--- src/design/ise_ram.sv ---
module ise_ram #(
  parameter int WIDTH = 32,
  parameter int DEPTH = 100
) (
  input  logic                     clk,
  input  logic                     we,
  input  logic [$clog2(DEPTH)-1:0] waddr,
  input  logic [WIDTH-1:0]         wdata,
  input  logic                     re,
  input  logic [$clog2(DEPTH)-1:0] raddr,
  output logic [WIDTH-1:0]         rdata
);

  logic [WIDTH-1:0] mem [DEPTH];

  // one write port, one registered read port; rdata holds when not reading
  always_ff @(posedge clk) begin
    if (we) begin
      mem[waddr] <= wdata;
    end
    if (re) begin
      rdata <= mem[raddr];
    end
  end

endmodule

--- config.mk ---
export PLATFORM = sky130hd
export DESIGN_NAME = ise_ram
export DESIGN_NICKNAME = d
export VERILOG_FILES = /design/src/design/ise_ram.sv
export SDC_FILE = /design/constraint.sdc
export NUM_CORES = 2
export LEC_CHECK = 0
export BUFFER_PORTS_ARGS = -buffer_cell sky130_fd_sc_hd__buf_2
export CORE_MARGIN = 10
export CORE_UTILIZATION = 41
export CTS_CLUSTER_DIAMETER = 150
export CTS_CLUSTER_SIZE = 12
export DETAILED_ROUTE_END_ITERATION = 6
export REMOVE_ABC_BUFFERS = 1
export SYNTH_ARGS = -nofsm -noshare
export SYNTH_HDL_FRONTEND = slang
export SYNTH_SLANG_ARGS = --single-unit
--- constraint.sdc ---
create_clock -name clk -period 11.1 [get_ports clk]
set_input_delay 1.665 -clock clk [delete_from_list [all_inputs] [get_ports clk]]
set_output_delay 1.665 -clock clk [all_outputs]
set_load 0.05 [all_outputs]
==> reports/summary.md <==
## GRT
* 5.10% — met3 Usage GRT
* 35.2% — met2 usage
* 104 — largest net degree at the start of global routing
* 0 — global route overflow
* 30.6% — met1 Track Usage GR
* 37 — number of antenna violations at the first check in global routing
* 22.6% — overall track demand over capacity in global routing
* 513,000 microns — first-pass GRT wire length
* met2 — most used routing layer
* 61,500 — via count of the first global-routing pass

## Clock tree
* 3,232 — Sinks on Clock Net
* 0 — post_cts resized
* yes — CTS tree
* 0.06 ns — Reg clk slew, reported paths
* 311 — Inserted Clock Buffers
* 4 — Max Root-Sink Buffers
* 0 — Post-CTS Hold Buffers
* clkbuf_16 — cell at the root of the clock tree
* 5 — number of levels in the clock H-tree
* 0.92 ns — Worst-Skew Late Latency
* 0 — buffer count from post-CTS setup fixing

## Power
* 0.128 mV — maximum VDD drop
* 5.25 mW — switching power total
* 19.0 mW — internal power
* 42.4 nW — leakage
* 38.6% — share of power burned in the clock network
* 175 nW/um^2 — cell area power density
* 21.7% — switching part of the total
* 5.5% — combinational fraction of design power
* 56.0% — power share of the sequential group

## Placed design
* 0.895 — final estimated routing congestion in global placement
* 210,000 microns — HPWL after DPL
* 80 — number of port buffers

## Detailed routing
* 372,000 microns — final wirelength
* 62,000 — total via count in the routed design
* 8,937 — drt first-iter violations
* 5 — number of detailed-routing iterations run before antenna repair
* 6.32 — vias per inst
* 37.9 microns — Routed WL per cell
* 0 — drc violations
* 0 — DRT antenna net count

## Critical path
* input port — nature of the critical path startpoint
* mem[23][19] — worst r2r src
* 11.69 ns — Worst EP required
* raddr[2] — origin of the worst setup path
* input port to flop — Worst Setup Path Type
* rdata[19] — capture point of the critical path
* 6.24 ns — Critical Path AT
* flop — endpoint class of the critical path
* 7.65 ns — R2R Setup Slk
* 49 — maximum fanout along the worst path
* 5 — R2R cell count
* rdata[19] — reg-to-reg critical path endpoint

## Cells and area
* 11.9% — Area growth, synth to finish
* 97,100 sq um — storage element area
* 46.1% — final standard cell utilization of the core
* 25.9% — share of post-route cells with drive strength above 1
* 25,400 sq um — area of the multi-input gates
* 24,400 — filler cell count in the final layout
* 5,871 — net total in the final layout

## Yosys
* edfxtp_1 — Post-synth top flop
* 3,232 — number of enable flip-flop cells after synthesis
* 0% — ys async rst share
* 56 — count of different cell masters after synthesis
* 123,000 sq um — netlist area before placement
* 5,502 — number of instances in the synthesized netlist
* 0 — Yosys warnings
* 22.4 sq um — Mean Syn Cell Area
* 3,232 — register bit count reported by yosys
* 78.8% — portion of the post-synthesis area used by sequential elements

## Hold path
* flop to flop — Worst Hold Class

## STA
* 0 — final max-slew violation count
* 5.09% — worst slew slack as a fraction of its limit
* 0.177 GHz — maximum operating frequency
* no — setup repair after global routing missed its margin
* 0 — final hold violation count
* 1.41 ns — transition time of the tightest slew-check pin
* 0 ns — total negative slack
* 50.8% — share of the clock period used by the worst path after layout
* 0.0677 ns — Clock Skew
* 5.64 ns — final worst path period need
* 0 — final-report setup violation count

## Die
* 41.1% — initial cell density of the core
* 323,000 sq um — floorplan die area
* 568 microns — Die X
* 201 — Core Rows
* 300,000 sq um — Core Footprint
* 568 microns — Die H
* 81 — number of placed I/O pins

## Run
* 0 — max-cap check violation count

## Status
* completed — result of the run

power groups by stage:
stage	logic, mW	clock network (mW)	registers (mW)
floorplan	0.468	0	13.8
global placement	1.30	0	13.8
detailed placement	1.32	0	13.8
CTS	1.32	9.45	13.5
global route	1.38	9.90	13.5
finish	1.33	9.33	13.5
placed cells by master, fill, tap and decap left out, types with 8 or more instances in the layout:
| master | count |
|---|---|
| o22ai_1 | 25 |
| nand2_1 | 137 |
| nor2_4 | 98 |
| diode_2 | 14 |
| o21ai_0 | 83 |
| nor3_1 | 23 |
| nand3_1 | 83 |
| buf_12 | 9 |
| nor2b_1 | 21 |
| mux2i_1 | 249 |
| mux4_2 | 723 |
| o221ai_1 | 8 |
| a22oi_1 | 195 |
| clkbuf_16 | 318 |
| a31oi_1 | 21 |
| a221oi_1 | 43 |
| nand4_1 | 30 |
| nand2b_1 | 11 |
| nor2_1 | 55 |
| buf_4 | 253 |
| a21oi_1 | 19 |
| edfxtp_1 | 3232 |
| o2111ai_1 | 12 |
| a21oi_2 | 11 |
| o21ai_1 | 21 |
| buf_2 | 43 |
cell usage after synthesis (all sizes together) (3+ instances only):
cell	count	area share, %
clkbuf	119	0.36
o21ai	104	0.42
inv	4	0.012
nand2	139	0.42
nor2b	27	0.14
o2111ai	12	0.085
a311oi	3	0.021
a2111oi	8	0.062
nor4	3	0.015
a21oi	30	0.12
a221oi	43	0.31
mux2i	249	2.0
mux4	723	13
o22ai	25	0.13
o221ai	8	0.057
a22oi	195	1.2
o32ai	4	0.028
nand3	84	0.34
and2	7	0.036
a31oi	21	0.11
nor2	157	0.48
a41oi	5	0.036
or2	4	0.020
mux2	5	0.046
nor3	28	0.11
edfxtp	3232	79
nand4	30	0.15
o211ai	7	0.043
a22o	5	0.036
a211o	3	0.021
a211oi	4	0.024
buf	184	1.0
nand2b	12	0.061
stage by stage:
step	setup WS, ns	power (mW)	hold slack [ns]	cell area (sq um)	std cells
finish	5.46	24.2	0.829	138000	9815
global route	5.35	24.8	0.867	138000	9808
CTS	5.72	24.3	0.835	138000	9801
detailed placement	4.79	15.1	0.858	130000	9467
global placement	4.14	15.1	0.827	130000	9461
floorplan	6.13	14.3	0.750	122000	5199
how the worst min path moves through the flow:
stage	from	end	slack (ns)	cells past startpoint
global placement	mem[98][1]	rdata[1]	0.83	3
floorplan	mem[32][14]	rdata[14]	0.75	6
global route	mem[99][1]	rdata[1]	0.87	3
detailed placement	mem[99][1]	rdata[1]	0.86	3
finish	mem[99][1]	rdata[1]	0.83	3
CTS	mem[99][1]	rdata[1]	0.83	3
logic make-up after synthesis:
logic type             after synthesis  share of synthesized area [%]
DFF                               3232                           78.8
and+or+nand+nor                    496                           1.81
muxes                              977                           15.3
AOI/OAI and AO/OA                  489                           2.77
buffers and inverters              308                           1.38
layout make-up:
type / instances / area share (%)
timing repair buffer: 310 / 1.71
inverter: 5 / 0.0154
tap: 3958 / 3.59
antenna: 14 / 0.0254
clock buffer: 318 / 5.77
clock inverter: 16 / 0.154
multi-input combinational: 1962 / 18.4
sequential: 3232 / 70.4
sequential cells by signal (all words and copies together), names as in the netlist:
name,count
rdata,32
mem,3200
per-layer routing:
layer,share of wire [%],vias to the layer above
met5,0.022,-
met4,5.1,14
met3,10,751
met2,47,3541
met1,38,33900
li1,-,23800
critical path, stage by stage:
cell,delay (ns)
buf_8,0.38
buf_4,0.58
buf_4,0.71
mux4_2,0.42
a22oi_1,0.42
nand4_1,0.51
a221oi_1,1.19
o21ai_1,0.20
Note: power is estimated with default switching activity, not from simulation.
