[config.mk]
export PLATFORM = sky130hd
export DESIGN_NAME = ise_div
export DESIGN_NICKNAME = d
export VERILOG_FILES = /design/src/design/ise_pkg.sv /design/src/design/ise_div.sv
export SDC_FILE = /design/constraint.sdc
export NUM_CORES = 1
export LEC_CHECK = 0
export CORE_UTILIZATION = 23
export CTS_CLUSTER_DIAMETER = 60
export DETAILED_ROUTE_END_ITERATION = 7
export DONT_BUFFER_PORTS = 1
export HOLD_SLACK_MARGIN = 0.05
export MAX_ROUTING_LAYER = met4
export SYNTH_ARGS = -nofsm -noshare
export SYNTH_HDL_FRONTEND = slang
export SYNTH_SLANG_ARGS = --single-unit
[constraint.sdc]
create_clock -name clk -period 9.74 [get_ports clk]
set_clock_uncertainty 0.05 [all_clocks]
set_input_delay 0.974 -clock clk [delete_from_list [all_inputs] [get_ports clk]]
set_output_delay 0.974 -clock clk [all_outputs]
set_load 0.005 [all_outputs]
[src/design/ise_pkg.sv]
package ise_pkg;

  // stack geometry
  localparam int STACK_DEPTH = 100;
  localparam int PTR_W       = $clog2(STACK_DEPTH);
  localparam int CNT_W       = $clog2(STACK_DEPTH + 1);

  // datapath
  localparam int DATA_W    = 32;
  localparam int LIT_W     = 31;
  localparam int DIV_STEPS = DATA_W;
  localparam int STEP_W    = $clog2(DIV_STEPS + 1);

  localparam logic [LIT_W-1:0] LIT_MAX = {LIT_W{1'b1}};

  // character codes
  localparam logic [7:0] CH_ZERO  = 8'h30;
  localparam logic [7:0] CH_NINE  = 8'h39;
  localparam logic [7:0] CH_PLUS  = 8'h2B;
  localparam logic [7:0] CH_MINUS = 8'h2D;
  localparam logic [7:0] CH_STAR  = 8'h2A;
  localparam logic [7:0] CH_SLASH = 8'h2F;

  typedef enum logic [1:0] {
    OP_ADD = 2'd0,
    OP_SUB = 2'd1,
    OP_MUL = 2'd2,
    OP_DIV = 2'd3
  } op_t;

  typedef enum logic [1:0] {
    ERR_NONE     = 2'd0,
    ERR_OPERANDS = 2'd1,
    ERR_DIVZERO  = 2'd2
  } err_t;

  typedef enum logic [3:0] {
    ST_IDLE,
    ST_ENDLIT,
    ST_RD_Y,
    ST_RD_X,
    ST_EXEC,
    ST_DIV_WAIT,
    ST_POST,
    ST_RD_TOP,
    ST_OUT_WAIT
  } st_t;

  // divider request and response
  typedef struct packed {
    logic              start;
    logic [DATA_W-1:0] dividend;
    logic [DATA_W-1:0] divisor;
  } div_req_t;

  typedef struct packed {
    logic              done;
    logic [DATA_W-1:0] quot;
  } div_res_t;

endpackage

[src/design/ise_div.sv]
module ise_div (
  input  logic             clk,
  input  logic             rst,
  input  ise_pkg::div_req_t req,
  output ise_pkg::div_res_t res
);

  logic                          busy;
  logic                          done;
  logic                          neg;
  logic [ise_pkg::STEP_W-1:0]    steps;
  logic [ise_pkg::DATA_W-1:0]    rem;
  logic [ise_pkg::DATA_W-1:0]    quo;
  logic [ise_pkg::DATA_W-1:0]    dvs;

  logic [ise_pkg::DATA_W-1:0]    abs_x;
  logic [ise_pkg::DATA_W-1:0]    abs_y;
  logic [ise_pkg::DATA_W:0]      trial;
  logic [ise_pkg::DATA_W:0]      diff;
  logic                          fits;

  // magnitudes of the operands; the most negative value maps onto itself
  assign abs_x = req.dividend[ise_pkg::DATA_W-1] ? (~req.dividend + 1'b1) : req.dividend;
  assign abs_y = req.divisor[ise_pkg::DATA_W-1]  ? (~req.divisor + 1'b1)  : req.divisor;

  // one restoring step: shift in the next dividend bit, try to subtract
  assign trial = {rem, quo[ise_pkg::DATA_W-1]};
  assign diff  = trial - {1'b0, dvs};
  assign fits  = ~diff[ise_pkg::DATA_W];

  always_ff @(posedge clk) begin
    if (rst) begin
      busy  <= 1'b0;
      done  <= 1'b0;
      steps <= '0;
    end else begin
      done <= 1'b0;
      if (req.start) begin
        busy  <= 1'b1;
        steps <= ise_pkg::STEP_W'(ise_pkg::DIV_STEPS);
      end else if (busy) begin
        steps <= steps - 1'b1;
        if (steps == ise_pkg::STEP_W'(1)) begin
          busy <= 1'b0;
          done <= 1'b1;
        end
      end
    end
  end

  // datapath
  always_ff @(posedge clk) begin
    if (req.start) begin
      neg <= req.dividend[ise_pkg::DATA_W-1] ^ req.divisor[ise_pkg::DATA_W-1];
      rem <= '0;
      quo <= abs_x;
      dvs <= abs_y;
    end else if (busy) begin
      rem <= fits ? diff[ise_pkg::DATA_W-1:0] : trial[ise_pkg::DATA_W-1:0];
      quo <= {quo[ise_pkg::DATA_W-2:0], fits};
    end
  end

  assign res.done = done;
  assign res.quot = neg ? (~quo + 1'b1) : quo;

endmodule

==> flow_summary.ini, run 1 <==
[cts]
cts_setup_buffers = 0
cts_root_buf = clkbuf_16
max-clock-path-buffers = 2
h-tree-depth = 3
clk_latency_ps = 360
tritoncts = done
numCtsBuffers = 9
clk_pin_slew_ps = 80
holdBufCountCts = 0
clkSinkCount = 105
ctsResizeCount = 0

[placement]
portBuffers = 0
gp_congestion = 0.872
placed_area_mm2 = 0.00838
dpl_worst_slack_ps = 5610
dp_hpwl_um = 14800
dp_cells = 1340

[pwr]
max-vdd-ir-drop_mv = 0.0853
power_density_mw_per_mm2 = 150
power.leakage_nw = 3.05
power_mw = 1.31

[grt]
overflow = 0
grt_pass1_wl_um = 32900
antenna_found_initial = 0
grt_pass1_vias = 6389
track_usage = 0.118
grt_max_degree = 142

[finish]
post-route-util = 0.257
nNetsFinal = 1008
diodes = 0
drive_gt1_frac = 0.0407
final_cell_count_no_fill = 1356
area_delta_synth_final_pct = 8.99
fin_area_mm2 = 0.00870

[sta]
setup_viol = 0
post-route-period-util = 0.468
drv_slew = 0
rsz0062_at_grt = false
setup_ws_ps = 5180
tightest_slew_ps = 1310
post-route-min-period_ps = 4560
fmaxAchievable_mhz = 219
hold_violations = 0
setup_tns_ps = 0
slew_headroom = 0.129
hold_ws_ps = 449

[logic_synthesis]
async_flop_share = 0
avgSynthCellArea_um2 = 8.53
synth_top_flop_cell = edfxtp_1
synth_edf_count = 65
synth-seq-cells = 105
syn_inst = 935
synth-seq-area-share = 0.345
synth.distinct_cells = 65
synth_warnings = 0
synth_area_mm2 = 0.00798
syn-num-nets = 1040

[floorplanning]
dieArea_mm2 = 0.0354
core.rowCount = 67
io_pins = 100
die_height_um = 188
die_w_um = 188
start_util = 0.236
core-area_mm2 = 0.0339

[route]
first_pass_iters = 5
drc = 0
via_per_inst = 4.98
dr_total_vias = 6747
ant_nets = 0
routed_wl_um = 20300
drt_iter0_markers = 465
wire_per_inst_um = 15.0

[setup_path]
critPathMaxStageDelay_ps = 570
startpoint_type = flip-flop
required_ps = 8720
endpoint_kind = output pin
cp_cell_sequence = or4_4, nor2_4, nand2_1, or4_1, nor4_1, nand2_1, o31ai_1, xnor2_1
critPathKind = reg -> out
r2r_cells = 11
crit_top_cell = nand2_1
crit_fanout = 5
arrival_ps = 3530
slowest_stage = o31ai_1

[status]
status = finished clean

[run]
maxCapViolCount = 0

[min_path]
hp-class = reg -> reg
min_path_cells = 2
cell usage after synthesis (4+ instances only):
cell type	n	area, um^2
o31ai_1	32	240
o211ai_1	12	90.1
and3_1	9	56.3
nor4_1	10	62.6
nand3_1	39	195
a21oi_1	66	330
buf_2	4	20.0
o21a_1	4	30.0
nand2b_1	7	43.8
o21ai_0	62	310
xnor2_1	77	674
and2_1	5	31.3
a21o_1	13	97.6
edfxtp_1	65	1950
o41ai_1	12	105
xor2_1	40	350
clkbuf_1	37	139
a211oi_1	6	45.0
a31oi_1	8	50.1
dfxtp_1	40	801
or4_1	15	113
inv_1	52	195
nor2_1	91	342
nor2b_1	8	50.1
nor3_1	18	90.1
nand4_1	7	43.8
or3_1	5	31.3
o21bai_1	5	37.5
nand2_1	68	255
a311oi_1	25	219
ha_1	37	463
flip-flops by register name, indices dropped and copies added, names as in the netlist:
register / count
steps: 6
neg: 1
quo: 32
dvs: 32
rem: 32
busy: 1
done: 1
cells in the final DEF, fill, tap and decap left out, types with 4 or more instances in the layout:
cell / count
a211oi_1: 6
a21o_1: 13
a21oi_1: 66
a311oi_1: 25
a31oi_1: 8
and2_1: 5
and3_1: 9
clkbuf_16: 9
dfxtp_1: 39
edfxtp_1: 65
ha_1: 37
inv_1: 52
nand2_1: 68
nand2b_1: 7
nand3_1: 39
nand4_1: 7
nor2_1: 91
nor2b_1: 8
nor3_1: 18
nor4_1: 10
o211ai_1: 12
o21a_1: 4
o21ai_0: 62
o21bai_1: 5
o31ai_1: 32
o41ai_1: 12
or3_1: 5
or4_1: 15
xnor2_1: 77
xor2_1: 40
logic make-up after synthesis:
group	synth area share
compound gates	0.228
xor+xnor	0.128
fa+ha+maj	0.0605
buf+inv	0.0481
flops	0.345
mux	0.00376
simple gates	0.186
final cells by class:
type | count | area [um^2]
Multi-Input combinational cell | 731 | 4840
Timing Repair Buffer | 3 | 22.5
Fill cell | 3691 | 25200
Sequential cell | 105 | 2750
Clock inverter | 7 | 92.6
Tap cell | 448 | 561
Clock buffer | 9 | 225
Inverter | 53 | 199
where the power goes:
group | internal [mW] | switching, mW | total, mW
Combinational | 0.149 | 0.201 | 0.350
Clock | 0.187 | 0.203 | 0.390
Sequential | 0.524 | 0.0431 | 0.567
worst paths after layout:
check                           slack (ps)     start        to
worst max-delay path                  5180    quo[4]   res[31]
worst min-delay path                   450  steps[0]  steps[0]
worst max register to register        5680   quo[31]   rem[16]
worst min register to register         450  steps[0]  steps[0]
metal layers:
metal,GRT usage,vias up,routed length [um],part of all wire
li1,-,3377,-,-
met1,0.155,3185,9650,0.48
met3,0.0259,11,1310,0.065
met2,0.185,174,9130,0.45
met4,0.0275,0,186,0.0092
met5,-,-,0,0
worst max-delay path: cells and delay by family, from the launching register on:
kind                      cells  cell delay (ps)
DFF                           1              450
and+or+nand+nor               6             1820
xor gates and xnor gates      1              330
AOI/OAI and AO/OA             1              570
(Power assumes the default switching activity.)
==> run 2: changes to the inputs <==
clock period = 4.2 ns   (was 9.74 ns; I/O delays follow)
==> run 2 against run 1 <==
  * Register-to-register slack worse by 5200 ps
  * Critical path depth is 1 higher
  * Clock power is 130% higher
  * Sequential cell count stayed put
  * Global-route usage is 0.15 points higher
  * Non-clock buffer count is 5 higher
  * Worst setup slack worse by 4900 ps
  * Routed wire length is 1.6% higher
  * Critical path type unchanged
  * Critical endpoint unchanged
  * Largest cell class unchanged
==> flow_summary.ini, run 2 (synthesized netlist as in run 1, its figures left out) <==
[floorplanning]
core-area_mm2 = 0.0339
start_util = 0.236
dieArea_mm2 = 0.0354
io_pins = 100
die_w_um = 188
core.rowCount = 67
die_height_um = 188

[setup_path]
slowest_stage = or4_4
crit_top_cell = nand2_1
endpoint_kind = output pin
cp_cell_sequence = or4_4, nor2_4, nand2_1, or4_1, nor4_1, nand2_1, o31ai_1, buf_4, xnor2_1
crit_fanout = 5
arrival_ps = 3420
required_ps = 3730
critPathMaxStageDelay_ps = 560
critPathKind = reg -> out
startpoint_type = flip-flop

[route]
drt_iter0_markers = 374
ant_nets = 0
routed_wl_um = 20600
via_per_inst = 5.01
first_pass_iters = 4
dr_total_vias = 6819
drc = 0
wire_per_inst_um = 15.1

[finish]
diodes = 0
fillers = 3682
area_delta_synth_final_pct = 9.47
seqCellArea_mm2 = 0.00275
mostFrequentLayoutCell = nor2_1
drive_gt1_frac = 0.0460
multi_input_area_mm2 = 0.00484
fin_area_mm2 = 0.00873
reg_top3 = dvs: 32 flops, quo: 32 flops, rem: 32 flops
final_cell_mix = 91 x nor2_1, 77 x xnor2_1, 68 x nand2_1
nNetsFinal = 1013

[sta]
setup_tns_ps = 0
hold_violations = 0
post-route-period-util = 0.927
post-route-min-period_ps = 3890
drv_slew = 0
slew_headroom = 0.252
tightest_slew_ps = 1120
hold_ws_ps = 83.1
rsz0062_at_grt = false
fmaxAchievable_mhz = 257
setup_viol = 0

[cts]
clk_latency_ps = 360
max-clock-path-buffers = 2
cts_setup_buffers = 0
holdBufCountCts = 0
ctsResizeCount = 0
tritoncts = done
h-tree-depth = 3
cts_root_buf = clkbuf_16
clkSinkCount = 105
clk_pin_slew_ps = 80
numCtsBuffers = 9

[placement]
gp_congestion = 0.882
portBuffers = 0
placed_area_mm2 = 0.00842
dp_hpwl_um = 15200

[min_path]
hp-class = in -> reg

[pwr]
max-vdd-ir-drop_mv = 0.190
power_density_mw_per_mm2 = 349
power.leakage_nw = 3.07
power_mw = 3.05

[status]
status = finished clean

[grt]
track_usage = 0.120
overflow = 0
grt_pass1_vias = 6545
grt_pass1_wl_um = 33600
grt_max_degree = 142
antenna_found_initial = 1

[run]
maxCapViolCount = 0
## run 2: changes by cell type in the layout (fill, tap and decap cells not counted)
cell        change
clkinvlp_4      -1
buf_4           +5
inv_6           +1
## run 2: worst max-delay path: cells and delay by family (launching register included)
family	cells	cell delay [ps]
AND/OR/NAND/NOR	6	1810
flip-flops	1	450
AO/OA/AOI/OAI	1	350
XOR/XNOR	1	250
buffers and inverters	1	190
## run 2: cell type report
class,instances,area share
clock inverter,7,0.0107
sequential,105,0.315
tap,448,0.0642
timing repair buffer,8,0.00688
inverter,53,0.0228
multi-input combinational,731,0.554
clock buffer,9,0.0258
## run 2: worst paths after layout
| path | to | depth (start not counted) | startpoint | slack (ps) |
|---|---|---|---|---|
| max | res[31] | 9 | quo[4] | 310 |
| min | busy | 1 | rst | 80 |
| max reg2reg | rem[15] | 9 | dvs[17] | 470 |
| min reg2reg | steps[1] | 2 | steps[1] | 450 |
## run 2: routing by layer
metal,vias to the layer above,share of wire,track usage
met5,-,0,-
met4,0,0.011,0.0335
met3,15,0.069,0.0242
met2,220,0.45,0.187
met1,3181,0.47,0.156
li1,3403,-,-
## run 2: report_power, final
part	switching (mW)	internal (mW)	leakage, nW
clock	0.480	0.436	0.154
sequential	0.0956	1.21	0.966
combinational	0.474	0.349	1.95
## run 2: stage by stage
step | std cells | setup WS [ps] | util
floorplan | 935 | 1100 | -
global placement | 1345 | 655 | 0.248
detailed placement | 1345 | 538 | 0.248
CTS | 1361 | 312 | 0.258
global route | 1361 | 96.5 | 0.258
finish | 1361 | 308 | 0.258
==> run 3: changes to the inputs <==
ABC_AREA = 1   (was default)
==> run 3 against run 2 <==
  * Sequential cell count did not move
  * Count of clock-buffer cells in the layout is 1 higher
  * Sequential power shrank 5%
  * Global-route usage rose by 0.90 points
  * Via count rose by 26%
  * Largest cell class unchanged
==> flow_summary.ini, run 3 <==
[status]
status = finished clean

[setup_path]
crit_fanout = 4
required_ps = 3730
startpoint_type = flip-flop
endpoint_kind = output pin
arrival_ps = 2610
critPathKind = reg -> out

[logic_synthesis]
synth_top_flop_cell = edfxtp_1
synth_area_mm2 = 0.00930
avgSynthCellArea_um2 = 6.35
yosysTopAreaCell = edfxtp_1
yosysMostFrequentCell = nand2_1
synth_edf_count = 65
synth_xor_area_frac = 0.0904
synthMuxAreaShare = 0
synth_compound_area_frac = 0.0643
synth.distinct_cells = 44
synth_warnings = 0
syn-num-nets = 1570
yosys.area_share.simple = 0.363
yosys.area.top_type_share = 0.210
netlist_top_cells_area = edfxtp_1 21%, nand2_1 20%, inv_1 11%
async_flop_share = 0
synth_top_family_by_area = simple AND/OR/NAND/NOR gates
synth-seq-area-share = 0.296
synth_commonest_cells = 490 x nand2_1, 279 x inv_1, 126 x nor2_1, 88 x nand3_1, 69 x xor2_1
synthAdderAreaFrac = 0.0519
synth-seq-cells = 105
syn_inst = 1465

[route]
routed_wl_um = 25500
via_per_inst = 4.34
dr_total_vias = 8582
drc = 0
first_pass_iters = 4
wire_per_inst_um = 12.9
ant_nets = 0
drt_iter0_markers = 483

[floorplanning]
io_pins = 100
core-area_mm2 = 0.0398
start_util = 0.233
core.rowCount = 73
die_height_um = 203
dieArea_mm2 = 0.0412
die_w_um = 203

[finish]
final_cell_mix = 490 x nand2_1, 279 x inv_1, 124 x nor2_1
reg_top3 = dvs: 32 flops, quo: 32 flops, rem: 32 flops
nNetsFinal = 1554
diodes = 0
area_delta_synth_final_pct = 8.92
fin_area_mm2 = 0.0101
final_cell_count_no_fill = 1979
drive_gt1_frac = 0.0468
mostFrequentLayoutCell = nand2_1

[grt]
track_usage = 0.129
grt_pass1_wl_um = 41300
grt_pass1_vias = 8279
overflow = 0
grt_max_degree = 63
antenna_found_initial = 0

[sta]
hold_violations = 0
post-route-min-period_ps = 3080
rsz0062_at_grt = false
tightest_slew_ps = 1030
post-route-period-util = 0.733
fmaxAchievable_mhz = 325
slew_headroom = 0.315
setup_tns_ps = 0
setup_viol = 0
drv_slew = 0

[pwr]
power_density_mw_per_mm2 = 268
power.leakage_nw = 5.08
max-vdd-ir-drop_mv = 0.187

[cts]
numCtsBuffers = 9
h-tree-depth = 3
cts_setup_buffers = 0
clk_pin_slew_ps = 80
cts_root_buf = clkbuf_16
clkSinkCount = 105
max-clock-path-buffers = 2
tritoncts = done
clk_latency_ps = 370

[min_path]
hp-class = in -> reg

[placement]
placed_area_mm2 = 0.00981
dp_hpwl_um = 20500
portBuffers = 0
gp_congestion = 0.928
dp_cells = 1962

[run]
maxCapViolCount = 0
run 3: area by class of cell:
| type | instances | area (um^2) |
|---|---|---|
| clock buffers | 10 | 250 |
| clock inverters | 6 | 53.8 |
| fillers | 4551 | 29700 |
| inverters | 288 | 1080 |
| multi-input cells | 1041 | 5300 |
| flip-flops and latches | 105 | 2750 |
| well taps | 525 | 657 |
| repair buffers | 4 | 32.5 |
run 3: per-stage QoR:
stage | hold WS [ps] | setup WS [ps] | total power, mW | util
after floorplan | 399 | 1920 | 1.69 | -
after global placement | 412 | 1380 | 1.83 | 0.246
after detailed placement | 414 | 1300 | 1.84 | 0.246
after CTS | 57.9 | 1090 | 2.74 | 0.254
after global routing | 87.5 | 930 | 2.85 | 0.254
final | 99.4 | 1120 | 2.71 | 0.254
run 3: metal layers:
layer  up-vias  global-route usage  share of wire
li1       4467                   -              -
met5         -                   -              0
met3        28              0.0334          0.061
met4         0              0.0285          0.015
met1      3896               0.147           0.44
met2       191               0.224           0.49
run 3: path summary, 6_finish.rpt:
kind | start | to | slack, ps | depth (start not counted)
worst min register to register | rem[14] | rem[14] | 430 | 2
worst max-delay path | quo[0] | res[24] | 1120 | 9
worst max register to register | quo[31] | rem[4] | 1290 | 17
worst min-delay path | req[0] | dvs[0] | 100 | 0
run 3: timing repair:
item                                   4_1_cts  5_1_grt
resized for setup                            0        0
endpoints found under the hold margin        0        1
hold buffers                                 0        1
run 3: where the power goes:
part	switching (mW)	leakage, nW	internal, mW
clock	0.445	0.152	0.453
combinational	0.388	3.95	0.187
sequential	0.0505	0.974	1.19
total	0.883	5.08	1.83
run 3: worst max-delay path: stages (launching register included):
cell,delay [ps]
edfxtp_1,470
inv_1,130
ha_1,170
nand3_1,160
nor2_1,170
nand2_1,110
nor2_1,200
nand4_1,170
o21ai_0,300
xor2_1,340
run 3: cells by family after synthesis:
logic type,after synthesis
compound gates,112
flops,105
fa+ha+maj,38
simple gates,795
xor+xnor,96
buf+inv,319
